**src/hw/rtl/ffpa_pkg.sv**
```systemverilog
package ffpa_pkg;

    localparam int MAX_ENTRIES = 16;
    localparam int ADDR_BITS   = 16;
    localparam int JOB_BITS    = 8;
    localparam int IDX_W       = $clog2(MAX_ENTRIES);
    localparam int CNT_W       = IDX_W + 1;

    localparam logic [ADDR_BITS-1:0] DEFAULT_TOTAL = ADDR_BITS'(640);

    // One partition: start, size, free mark and owner.
    typedef struct packed {
        logic [ADDR_BITS-1:0] start;
        logic [ADDR_BITS-1:0] size;
        logic                 free;
        logic [JOB_BITS-1:0]  job;
    } entry_t;

    typedef enum logic [1:0] {
        CC_HOLD,
        CC_FROM_LEFT,
        CC_FROM_RIGHT,
        CC_WRITE
    } cell_cmd_t;

    typedef struct packed {
        cell_cmd_t cmd;
        logic      tok_start;
        logic      tok_shift;
    } cell_ctl_t;

    // What the scanning token looks for in each cell.
    typedef struct packed {
        logic                 rel_mode;
        logic [JOB_BITS-1:0]  job;
        logic [ADDR_BITS-1:0] req;
    } scan_key_t;

    typedef enum logic [1:0] {
        OP_ALLOC   = 2'd0,
        OP_RELEASE = 2'd1,
        OP_PROBE   = 2'd2,
        OP_RSVD    = 2'd3
    } op_t;

    typedef enum logic [1:0] {
        ST_OK    = 2'd0,
        ST_NOFIT = 2'd1,
        ST_FULL  = 2'd2,
        ST_NOJOB = 2'd3
    } status_t;

    typedef enum logic [2:0] {
        S_IDLE,
        S_SCAN,
        S_MERGE_NEXT,
        S_MERGE_PREV,
        S_DONE
    } state_t;

endpackage

```
**src/hw/rtl/ffpa_cell.sv**
```systemverilog
module ffpa_cell
    import ffpa_pkg::*;
(
    input  logic      aclk,
    input  logic      aresetn,
    input  entry_t    init_entry,
    input  logic      tok_first,
    input  cell_ctl_t ctl,
    input  entry_t    wdata,
    input  entry_t    left_entry,
    input  entry_t    right_entry,
    input  logic      left_tok,
    input  logic      valid,
    input  scan_key_t key,
    output entry_t    entry_q,
    output logic      tok_q,
    output logic      hit,
    output entry_t    hit_entry
);

    entry_t entry_reg, entry_next;
    logic   tok_reg, tok_next;
    logic   match;

    always_comb begin
        case (ctl.cmd)
            CC_FROM_LEFT:  entry_next = left_entry;
            CC_FROM_RIGHT: entry_next = right_entry;
            CC_WRITE:      entry_next = wdata;
            default:       entry_next = entry_reg;
        endcase
        if (ctl.tok_start) begin
            tok_next = tok_first;
        end else if (ctl.tok_shift) begin
            tok_next = left_tok;
        end else begin
            tok_next = tok_reg;
        end
    end

    always_ff @(posedge aclk) begin
        if (!aresetn) begin
            entry_reg <= init_entry;
            tok_reg   <= 1'b0;
        end else begin
            entry_reg <= entry_next;
            tok_reg   <= tok_next;
        end
    end

    // A release looks for an owned entry of the job, the others for a free
    // entry that is large enough.
    assign match = key.rel_mode ? (!entry_reg.free && entry_reg.job == key.job)
                                : (entry_reg.free && entry_reg.size >= key.req);

    assign hit       = tok_reg & valid & match;
    assign hit_entry = hit ? entry_reg : '0;
    assign entry_q   = entry_reg;
    assign tok_q     = tok_reg;

endmodule

```
**config.mk**
```make
export PLATFORM = sky130hd
export DESIGN_NAME = ffpa_cell
export DESIGN_NICKNAME = d
export VERILOG_FILES = /design/src/hw/rtl/ffpa_pkg.sv /design/src/hw/rtl/ffpa_cell.sv
export SDC_FILE = /design/constraint.sdc
export NUM_CORES = 1
export LEC_CHECK = 0
export ABC_CLOCK_PERIOD_IN_PS = 1800
export BUFFER_PORTS_ARGS = -buffer_cell sky130_fd_sc_hd__buf_2
export CORE_ASPECT_RATIO = 0.5
export CORE_MARGIN = 4
export CORE_UTILIZATION = 38
export CTS_BUF_LIST = sky130_fd_sc_hd__clkbuf_8
export CTS_CLUSTER_DIAMETER = 150
export CTS_CLUSTER_SIZE = 40
export DETAILED_ROUTE_END_ITERATION = 10
export GPL_TIMING_DRIVEN = 0
export PLACE_DENSITY_LB_ADDON = 0.1
export REMOVE_ABC_BUFFERS = 1
export SLEW_MARGIN = 20
export SYNTH_ARGS = -nofsm -noshare
export SYNTH_HDL_FRONTEND = slang
export SYNTH_SLANG_ARGS = --single-unit
```
**constraint.sdc**
```tcl
create_clock -name aclk -period 1.8 [get_ports aclk]
set_input_delay 0 -clock aclk [delete_from_list [all_inputs] [get_ports aclk]]
set_output_delay 0 -clock aclk [all_outputs]
set_load 0.02 [all_outputs]
```
* After elaboration in Yosys (flattened, before gate mapping)
Index checks and enable logic that the tools add are counted.
** Storage, ports and cells
- Output and inout port bits :: 84
- Input bits :: 198
- Logic and storage cells :: 23
- Register bits after elaboration :: 42
** Operators by class
- Bitwise logic cells :: 2
- Mux-type cells :: 6
- Reductions and logical operators :: 4
- Equal/unequal tests :: 5
- $lt $le $gt $ge :: 1
** Operators with widths (number)
- 41-bit case mux with 3 select lines :: 1
- 41-bit 2-to-1 mux :: 2
- 16-bit greater-or-equal comparator :: 1
- 8-bit == test :: 1
- 2-bit == test (second input constant) :: 2
- 4-bit by 1-bit inequality test with 1-bit output (second input constant) :: 1
- 1-bit 2-to-1 mux :: 3
- 1-bit AND :: 2
- 2-bit by 1-bit == test with 1-bit output (second input constant) :: 1
- 1-bit logical AND :: 2
- 2-bit nonzero test :: 1
- 1-bit logical NOT :: 1

* Depth between registers and ports, before layout
Gate-level depths: netlist of run 1.
- Word-level depth :: 5
- Mapped depth :: 9
- Gate-level depth less buffers :: 7

* Least setup slack after synthesis of run 1
OpenSTA, ideal clock, no wires.
- Kind :: register to output
- Start point :: reg entry_reg, in the netlist entry_q[24]
- End point :: out hit_entry[40] (netlist name)
- Stages on the path, launching flop included :: 8
- Path slack :: -0.381 ns
- Data arrival time :: 2.181 ns
- Buffers on the path :: 1
- Cells stage by stage :: edfxtp_1 -> ha_1 -> nand4_1 -> nor4_1 -> o31ai_1 -> and3_1 -> buf_2 -> nor3b_1
** RTL lines
- start: declaration :: line ffpa_cell.sv:21 : entry_t entry_reg, entry_next;
- start signal: assignment :: line ffpa_cell.sv:43 : entry_reg <= init_entry;
- start signal: assignment :: line ffpa_cell.sv:46 : entry_reg <= entry_next;
- end: declaration :: line ffpa_cell.sv:18 : output entry_t hit_entry

==> flow_summary.json, run 1 <==
{
  "die_w_um": 148,
  "fin_skew_ns": 0,
  "ys_seq_area_share_pct": 33.8,
  "cts_root_buf": "clkbuf_8",
  "setup_viol": 42,
  "period_needed_ns": 2.47,
  "synth_seq_cells": 42,
  "worst_pin_slew_ns": 1.02,
  "synth_adder_area_share_pct": 5.40,
  "io_pins": 282,
  "clock_path_buffers": 2,
  "ant_nets": 0,
  "yosysTopAreaCell": "edfxtp_1",
  "overflow": 0,
  "grt_usage_pct": 22.6,
  "drive_gt1_share_pct": 62.4,
  "rsz0062_at_grt": "true",
  "hpwl_mm": 8.85,
  "area_delta_synth_final_pct": 64.9,
  "h-tree-depth": 2,
  "p_per_area_mw_per_mm2": 544,
  "worst_ep_required_time_ns": 1.80,
  "diodes": 0,
  "synth-compound-area-share_pct": 8.65,
  "die_h_um": 77.8,
  "max-cap-violations": 0,
  "cp_max_fo": 7,
  "vias": 3842,
  "die_area_mm2": 0.0115,
  "synth-simple-area-share_pct": 20.2,
  "grt_antenna_before_repair": 0,
  "vias_per_cell": 4.75,
  "dp_slack_ns": -0.758,
  "worst_path_largest_cell_delay_ns": 0.45,
  "ff2ff_setup_slack_ns": 0.97,
  "slew_violations": 0,
  "arrival_ns": 2.47,
  "drt_wl_total_mm": 13.4,
  "max-slew-margin-rel_pct": 32.0,
  "row_count": 25,
  "nFillCells": 843,
  "place_area_mm2": 0.00521,
  "crit_slowest_cell": "edfxtp_1",
  "cts_inserted_buffers": 5,
  "fmax_ghz": 0.404,
  "status": "finished with violations",
  "finalCritPeriodShare_pct": 137,
  "final_nets": 886,
  "start_kind": "register",
  "clk_pin_slew_worst_paths_ns": 0.08,
  "cts_num_sinks": 42,
  "cts_tree": "yes",
  "synth_top_cells_by_area": "edfxtp_1 (33%), nor3b_2 (13%), mux2_2 (12%), mux2i_1 (11%), a21oi_1 (6.2%)",
  "ir_drop_uv": 293,
  "synthMuxAreaShare_pct": 23.8,
  "grt_pass1_wl_mm": 20.6,
  "seqCellArea_mm2": 0.00125,
  "yosysUniqueCellTypes": 33,
  "drt-initial-drc-count": 73,
  "hold_path.class": "primary input to register",
  "fin_area_mm2": 0.00611,
  "syn_area_per_cell_um2": 10.6,
  "hold_violations": 0,
  "clk_latency_ns": 0.29,
  "wire_per_inst_um": 16.6,
  "core_mm2": 0.00948,
  "multi_input_area_mm2": 0.00247,
  "synth_top_family_by_area": "multiplexers",
  "grt_start_max_net_pins": 84,
  "drc_errors": 0,
  "start_util_pct": 39.1,
  "endpoint_kind": "output port",
  "yosysWarningCount": 0,
  "setup.worst_path.class": "register to output port",
  "worst_slack_ns": -0.675,
  "p_leak_nw": 2.91,
  "drtPass1Iterations": 4,
  "io_buffers": 281,
  "grt_pass1_vias": 4053,
  "netlist.area_leader.share_pct": 33.2,
  "synth_cells": 351,
  "crit_chain": "ha_4, nand4_1, nor4_4, o31ai_4, buf_12, and3_4, nor3b_2, buf_4",
  "violations": "negative setup slack",
  "synth_xor_area_share_pct": 1.89,
  "place_congestion": 0.758,
  "synth_area_mm2": 0.00370
}
## critical path, delay by kind of cell (launching register included)
kind	cells	cell delay [ns]
AO/OA/AOI/OAI	1	0.14
flip-flops	1	0.45
buffers and inverters	2	0.33
AND/OR/NAND/NOR	4	0.94
adder cells (fa/ha/maj)	1	0.30
## layer usage
layer  GRT usage [%]  vias to the layer above  share of wire, %
li1                -                     1940                 -
met1            26.6                     1775                41
met2            43.3                      120                52
met3            4.96                        7               5.9
met4            3.16                        0              0.54
met5               0                        -                 0
## power by group
part | switching [mW] | leakage (nW) | internal (mW)
sequential | 0.0829 | 0.430 | 1.21
clock | 0.342 | 0.0468 | 0.262
combinational | 0.711 | 2.44 | 0.711
total | 1.14 | 2.91 | 2.19
## cell usage after synthesis, drive strengths merged
library cell	n
a2111oi	1
a2bb2oi	1
o2111ai	1
a31oi	1
nor3	1
o211a	1
mux2i	42
o31ai	1
buf	14
inv	16
mux2	41
clkbuf	14
edfxtp	41
nand3	1
o21a	1
and3	1
and2	1
xnor2	7
o21ai	2
a21oi	46
nand4	4
nor3b	39
nand2	6
ha	16
dfxtp	1
o41ai	1
xor2	1
nor2b	2
nor4	1
nor2	46
## cell families (layout without fill, tap and decap cells)
logic type / after synthesis / after routing
compound gates: 56 / 56
xor+xnor: 8 / 8
fa+ha+maj: 16 / 16
buf+inv: 44 / 359
flops: 42 / 42
mux: 83 / 83
simple gates: 102 / 109
## state kept, by name, indices dropped and copies added (netlist names)
signal,cells
entry_q,41
tok_q,1
## per-stage QoR
step	TNS [ns]	utilization [%]	hold WS [ns]	power [mW]	instances
5_1_grt	-30.94	64.4	0.000174	3.53	808
3_3_place_gp	-130.70	53.9	0.302	2.41	739
6_report	-25.54	64.4	0.00980	3.32	808
4_1_cts	-23.96	63.6	0.000632	3.31	802
2_1_floorplan	-48.72	-	0.122	1.92	323
3_5_place_dp	-35.31	54.9	0.306	2.44	742
## placed cells by master (no fill, tap or decap), drive strengths merged, types with 2 or more instances in the layout
cell,synthesis,layout
nor2b,2,2
nor3b,39,39
mux2,41,41
ha,16,16
mux2i,42,42
dlygate4sd3,0,26
a21oi,46,46
nor2,46,46
edfxtp,41,41
inv,16,17
clkinv,0,2
o21ai,2,2
clkbuf,14,5
and3,1,8
nand4,4,4
nand2,6,6
buf,14,309
xnor2,7,7
## path summary, 6_finish.rpt
check | start | end | cells past startpoint
hold / removal | init_entry[8] | entry_q[8]$_DFFE_PP_ | 2
setup reg to reg | tok_q$_SDFFE_PN0P_ | tok_q$_SDFFE_PN0P_ | 3
setup / recovery | entry_q[18]$_DFFE_PP_ | hit_entry[37] | 8
hold reg to reg | tok_q$_SDFFE_PN0P_ | tok_q$_SDFFE_PN0P_ | 3
## repair_timing
| item | 4_1_cts | 5_1_grt |
|---|---|---|
| setup buffers | 21 | 5 |
| setup endpoints to repair | 42 | 42 |
| gates resized for setup | 68 | 5 |
| cloned | 7 | 0 |
| pin swaps | 52 | 7 |
| endpoints found under the hold margin | 25 | 1 |
| hold buffers | 25 | 1 |
## layout make-up
| cell class | instances | share of cell area, % |
|---|---|---|
| Clock inverter | 3 | 0.205 |
| Inverter | 16 | 0.983 |
| Timing Repair Buffer | 335 | 34.0 |
| Sequential cell | 42 | 20.5 |
| Tap cell | 135 | 2.77 |
| Clock buffer | 5 | 1.13 |
| Multi-Input combinational cell | 272 | 40.5 |
Power figures use the tool's default switching activity.
==> inputs of run 2 (changes only) <==
--- a/config.mk
+++ b/config.mk
@@ -17,6 +17,7 @@
 export GPL_TIMING_DRIVEN = 0
 export PLACE_DENSITY_LB_ADDON = 0.1
 export REMOVE_ABC_BUFFERS = 1
+export SKIP_CTS_REPAIR_TIMING = 1
 export SLEW_MARGIN = 20
 export SYNTH_ARGS = -nofsm -noshare
 export SYNTH_HDL_FRONTEND = slang
==> run 2 against run 1 <==
  * The run ends with negative hold slack, negative setup slack left
  * Global-route usage is 3.5 points lower
  * Setup slack better by 0.062 ns
  * Critical path depth stayed put
  * Largest power group unchanged
  * Non-clock buffer count is 13 lower
  * Cell count is 1.7% lower
  * Register-to-register slack hardly changed
  * Sequential power hardly changed
  * Critical path type unchanged
  * Design area is 2.2% lower
==> flow_summary.json, run 2 (synthesized netlist as in run 1, its figures left out) <==
{
  "status": "finished with violations",
  "violations": "negative hold slack, negative setup slack",
  "overflow": 0,
  "core_mm2": 0.00948,
  "worst_ep_required_time_ns": 1.80,
  "io_buffers": 281,
  "cts_num_sinks": 42,
  "setup.worst_path.class": "register to output port",
  "dp_slack_ns": -0.758,
  "clk_latency_ns": 0.29,
  "slew_violations": 0,
  "drt_wl_total_mm": 13.1,
  "final_common_cell": "buf_2",
  "setup_viol": 42,
  "cts_inserted_buffers": 5,
  "internal_power_mw": 2.17,
  "grt_antenna_before_repair": 0,
  "fmax_ghz": 0.415,
  "p_switching_mw": 1.13,
  "max-cap-violations": 0,
  "die_area_mm2": 0.0115,
  "start_util_pct": 39.1,
  "final_cell_mix": "buf_2 (237), buf_4 (63), a21oi_1 (46)",
  "worst_slack_ns": -0.612,
  "rsz0062_at_grt": "true",
  "vias": 3804,
  "hold_path.class": "primary input to register",
  "arrival_ns": 2.41,
  "swShare_pct": 34.1,
  "drtPass1Iterations": 4,
  "start_kind": "register",
  "die_h_um": 77.8,
  "clock_path_buffers": 2,
  "worst_pin_slew_ns": 1.03,
  "drive_gt1_share_pct": 63.1,
  "grt_start_max_net_pins": 84,
  "holdWs_ns": -0.00353,
  "die_w_um": 148,
  "cts_tree": "yes",
  "place_congestion": 0.758,
  "largest_reg_flops": 41,
  "wire_per_inst_um": 16.5,
  "ir_drop_uv": 286,
  "ant_nets": 0,
  "cp_max_fo": 8,
  "endpoint_kind": "output port",
  "drc_errors": 0,
  "h-tree-depth": 2,
  "p_total_mw": 3.30,
  "fin_area_mm2": 0.00597,
  "diodes": 0,
  "seq_power_share_pct": 39.4,
  "power_frac_comb_pct": 42.2,
  "row_count": 25,
  "drt-initial-drc-count": 107,
  "hpwl_mm": 8.85,
  "fin_skew_ns": 0,
  "final_nets": 872,
  "p_per_area_mw_per_mm2": 552,
  "grt_pass1_wl_mm": 17.9,
  "grt_pass1_vias": 3666,
  "period_needed_ns": 2.41,
  "place_area_mm2": 0.00521,
  "clk_pin_slew_worst_paths_ns": 0.09,
  "grt_usage_pct": 19.2,
  "power.share.clock_pct": 18.4,
  "finalCritPeriodShare_pct": 134,
  "area_delta_synth_final_pct": 61.3,
  "vias_per_cell": 4.79,
  "p_leak_nw": 2.86,
  "cts_root_buf": "clkbuf_8",
  "io_pins": 282,
  "max-slew-margin-rel_pct": 31.2,
  "hold_violations": 1,
  "final_util_pct": 63.0
}
-- run 2: worst paths after layout --
path                                             from                     to  slack (ns)  depth (start not counted)
worst max-delay path            entry_q[22]$_DFFE_PP_          hit_entry[22]       -0.61                          8
worst min-delay path                   init_entry[38]  entry_q[38]$_DFFE_PP_      -0.004                          2
worst max register to register     tok_q$_SDFFE_PN0P_     tok_q$_SDFFE_PN0P_        0.97                          3
worst min register to register     tok_q$_SDFFE_PN0P_     tok_q$_SDFFE_PN0P_        0.76                          3
-- run 2: critical path, cell delays in order, from the launching register on --
cell and delay (ns):
edfxtp_1 0.45, ha_4 0.30, nand4_1 0.23, nor4_4 0.27, o31ai_4 0.19, and3_4 0.20, buf_12 0.15, nor3b_2 0.17
buf_4 0.16
-- run 2: final cells by class --
class	count	area [um^2]
repair buffers	322	1940
fillers	830	3500
clock buffers	5	68.8
inverters	16	60.1
multi-input cells	271	2470
well taps	135	169
clock inverters	3	12.5
flip-flops and latches	42	1250
-- run 2: routing by layer --
layer / track usage, % / part of all wire [%] / up-vias
met5: 0 / 0 / -
met4: 3.53 / 1.1 / 0
met3: 5.02 / 6.5 / 14
met2: 36.8 / 51 / 137
met1: 21.6 / 41 / 1750
li1: - / - / 1903
-- run 2: power groups by stage --
stage                     Sequential [mW]  Clock, mW  Combinational (mW)
final                                1.30      0.606                1.39
after global routing                 1.32      0.674                1.52
after CTS                            1.30      0.624                1.12
after detailed placement             1.32          0                1.12
after global placement               1.32          0                1.09
after floorplan                      1.45          0               0.468
-- run 2: metrics by stage --
stage | instances | hold slack, ns | setup TNS [ns]
6_report | 794 | -0.00353 | -23.68
5_1_grt | 794 | -0.0000647 | -30.15
4_1_cts | 750 | -0.0149 | -45.28
3_5_place_dp | 742 | 0.306 | -35.31
3_3_place_gp | 739 | 0.302 | -130.70
2_1_floorplan | 323 | 0.122 | -48.72
==> inputs of run 3 (changes only) <==
--- a/config.mk
+++ b/config.mk
@@ -16,6 +16,7 @@
 export DETAILED_ROUTE_END_ITERATION = 10
 export GPL_TIMING_DRIVEN = 0
 export PLACE_DENSITY_LB_ADDON = 0.1
+export RECOVER_POWER = 25
 export REMOVE_ABC_BUFFERS = 1
 export SKIP_CTS_REPAIR_TIMING = 1
 export SLEW_MARGIN = 20
==> run 3 against run 2 <==
  * The flow still finishes with violations (negative hold slack, negative setup slack)
  * Sequential share of layout area grew 0.093 points
  * Maximum frequency grew 0.12%
  * Critical path type unchanged
  * Non-clock buffer count is the same
==> flow_summary.json, run 3 (synthesized netlist as in run 1, its figures left out) <==
{
  "drive_gt1_share_pct": 59.9,
  "layoutNonFillerInstCount": 794,
  "diodes": 0,
  "io_buffers": 281,
  "row_count": 25,
  "holdWs_ns": -0.00339,
  "dp_slack_ns": -0.758,
  "max-cap-violations": 0,
  "die_h_um": 77.8,
  "vias": 3819,
  "place_congestion": 0.758,
  "ir_drop_uv": 286,
  "cp_max_fo": 8,
  "finalCritPeriodShare_pct": 134,
  "hold_violations": 2,
  "grt_start_max_net_pins": 84,
  "rsz0062_at_grt": "true",
  "worst_pin_slew_ns": 1.03,
  "clk_latency_ns": 0.29,
  "fin_skew_ns": 0,
  "max-slew-margin-rel_pct": 31.2,
  "worst_slack_ns": -0.609,
  "vias_per_cell": 4.81,
  "start_util_pct": 39.1,
  "area_delta_synth_final_pct": 60.6,
  "fmax_ghz": 0.415,
  "period_needed_ns": 2.41,
  "p_per_area_mw_per_mm2": 552,
  "grt_use_met3_pct": 5.02,
  "violations": "negative hold slack, negative setup slack",
  "largest_reg_flops": 41,
  "io_pins": 282,
  "nFillCells": 838,
  "drc_errors": 0,
  "endpoint_kind": "output port",
  "arrival_ns": 2.41,
  "grt_antenna_before_repair": 0,
  "grt_usage_pct": 19.2,
  "grt_pass1_wl_mm": 17.9,
  "clock_path_buffers": 2,
  "grt_pass1_vias": 3666,
  "p_leak_nw": 2.80,
  "h-tree-depth": 2,
  "clk_pin_slew_worst_paths_ns": 0.09,
  "cts_tree": "yes",
  "status": "finished with violations",
  "cts_inserted_buffers": 5,
  "final_common_cell": "buf_2",
  "hold_path.class": "primary input to register",
  "wire_per_inst_um": 16.5,
  "worst_ep_required_time_ns": 1.80,
  "use_met1_pct": 21.6,
  "drtPass1Iterations": 4,
  "drt_wl_total_mm": 13.1,
  "ff2ff_setup_slack_ns": 0.97,
  "fin_tns_setup_ns": -23.56,
  "setup_viol": 42,
  "slew_violations": 0,
  "drt-initial-drc-count": 112,
  "die_w_um": 148,
  "hpwl_mm": 8.85,
  "cts_num_sinks": 42,
  "final_nets": 872,
  "core_mm2": 0.00948,
  "start_kind": "register",
  "cts_root_buf": "clkbuf_8",
  "grtUsageMet2_pct": 36.8,
  "final_cell_mix": "buf_2 (216), buf_4 (63), a21oi_1 (46)",
  "setup.worst_path.class": "register to output port",
  "ant_nets": 0,
  "place_inst": 742,
  "busiest_layer": "met2",
  "die_area_mm2": 0.0115,
  "overflow": 0
}
## run 3: cell count changes in the layout (fill, tap and decap cells not counted)
cell | previous run | this run
buf_2 | 237 | 216
clkbuf_1 | 0 | 21
## run 3: cell type report
class | count | area (um^2) | area share [%]
Clock inverter | 3 | 12.5 | 0.210
Inverter | 16 | 60.1 | 1.01
Clock buffer | 5 | 68.8 | 1.16
Tap cell | 135 | 169 | 2.84
Multi-Input combinational cell | 271 | 2470 | 41.5
Sequential cell | 42 | 1250 | 21.0
Timing Repair Buffer | 322 | 1920 | 32.2
## run 3: critical path, stage by stage (launching register included)
cell,delay [ns]
edfxtp_1,0.45
ha_4,0.30
nand4_1,0.23
nor4_4,0.27
o31ai_4,0.19
and3_4,0.20
buf_12,0.15
nor3b_2,0.17
buf_4,0.16
## run 3: layer usage
layer,routed length (um),vias to the layer above
met5,0,-
met4,139,0
met3,969,13
met2,6690,140
met1,5260,1759
li1,-,1907
## run 3: power by group
part,switching [mW],internal (mW)
clock,0.344,0.262
combinational,0.698,0.679
sequential,0.0868,1.21
total,1.13,2.16
## run 3: stage by stage
step           util [%]  hold slack (ns)  area [um^2]  power (mW)
6_report           62.8         -0.00339         5950        3.28
5_1_grt            62.8       -0.0000647         5950        3.50
4_1_cts            55.8          -0.0149         5290        3.05
3_5_place_dp       54.9            0.306         5210        2.44
3_3_place_gp       53.9            0.302         5110        2.41
2_1_floorplan         -            0.122         3530        1.92
## run 3: path summary, 6_finish.rpt
| kind | start | end | cells after the start |
|---|---|---|---|
| setup reg to reg | tok_q$_SDFFE_PN0P_ | tok_q$_SDFFE_PN0P_ | 3 |
| setup / recovery | entry_q[22]$_DFFE_PP_ | hit_entry[22] | 8 |
| hold reg to reg | tok_q$_SDFFE_PN0P_ | tok_q$_SDFFE_PN0P_ | 3 |
| hold / removal | init_entry[38] | entry_q[38]$_DFFE_PP_ | 2 |
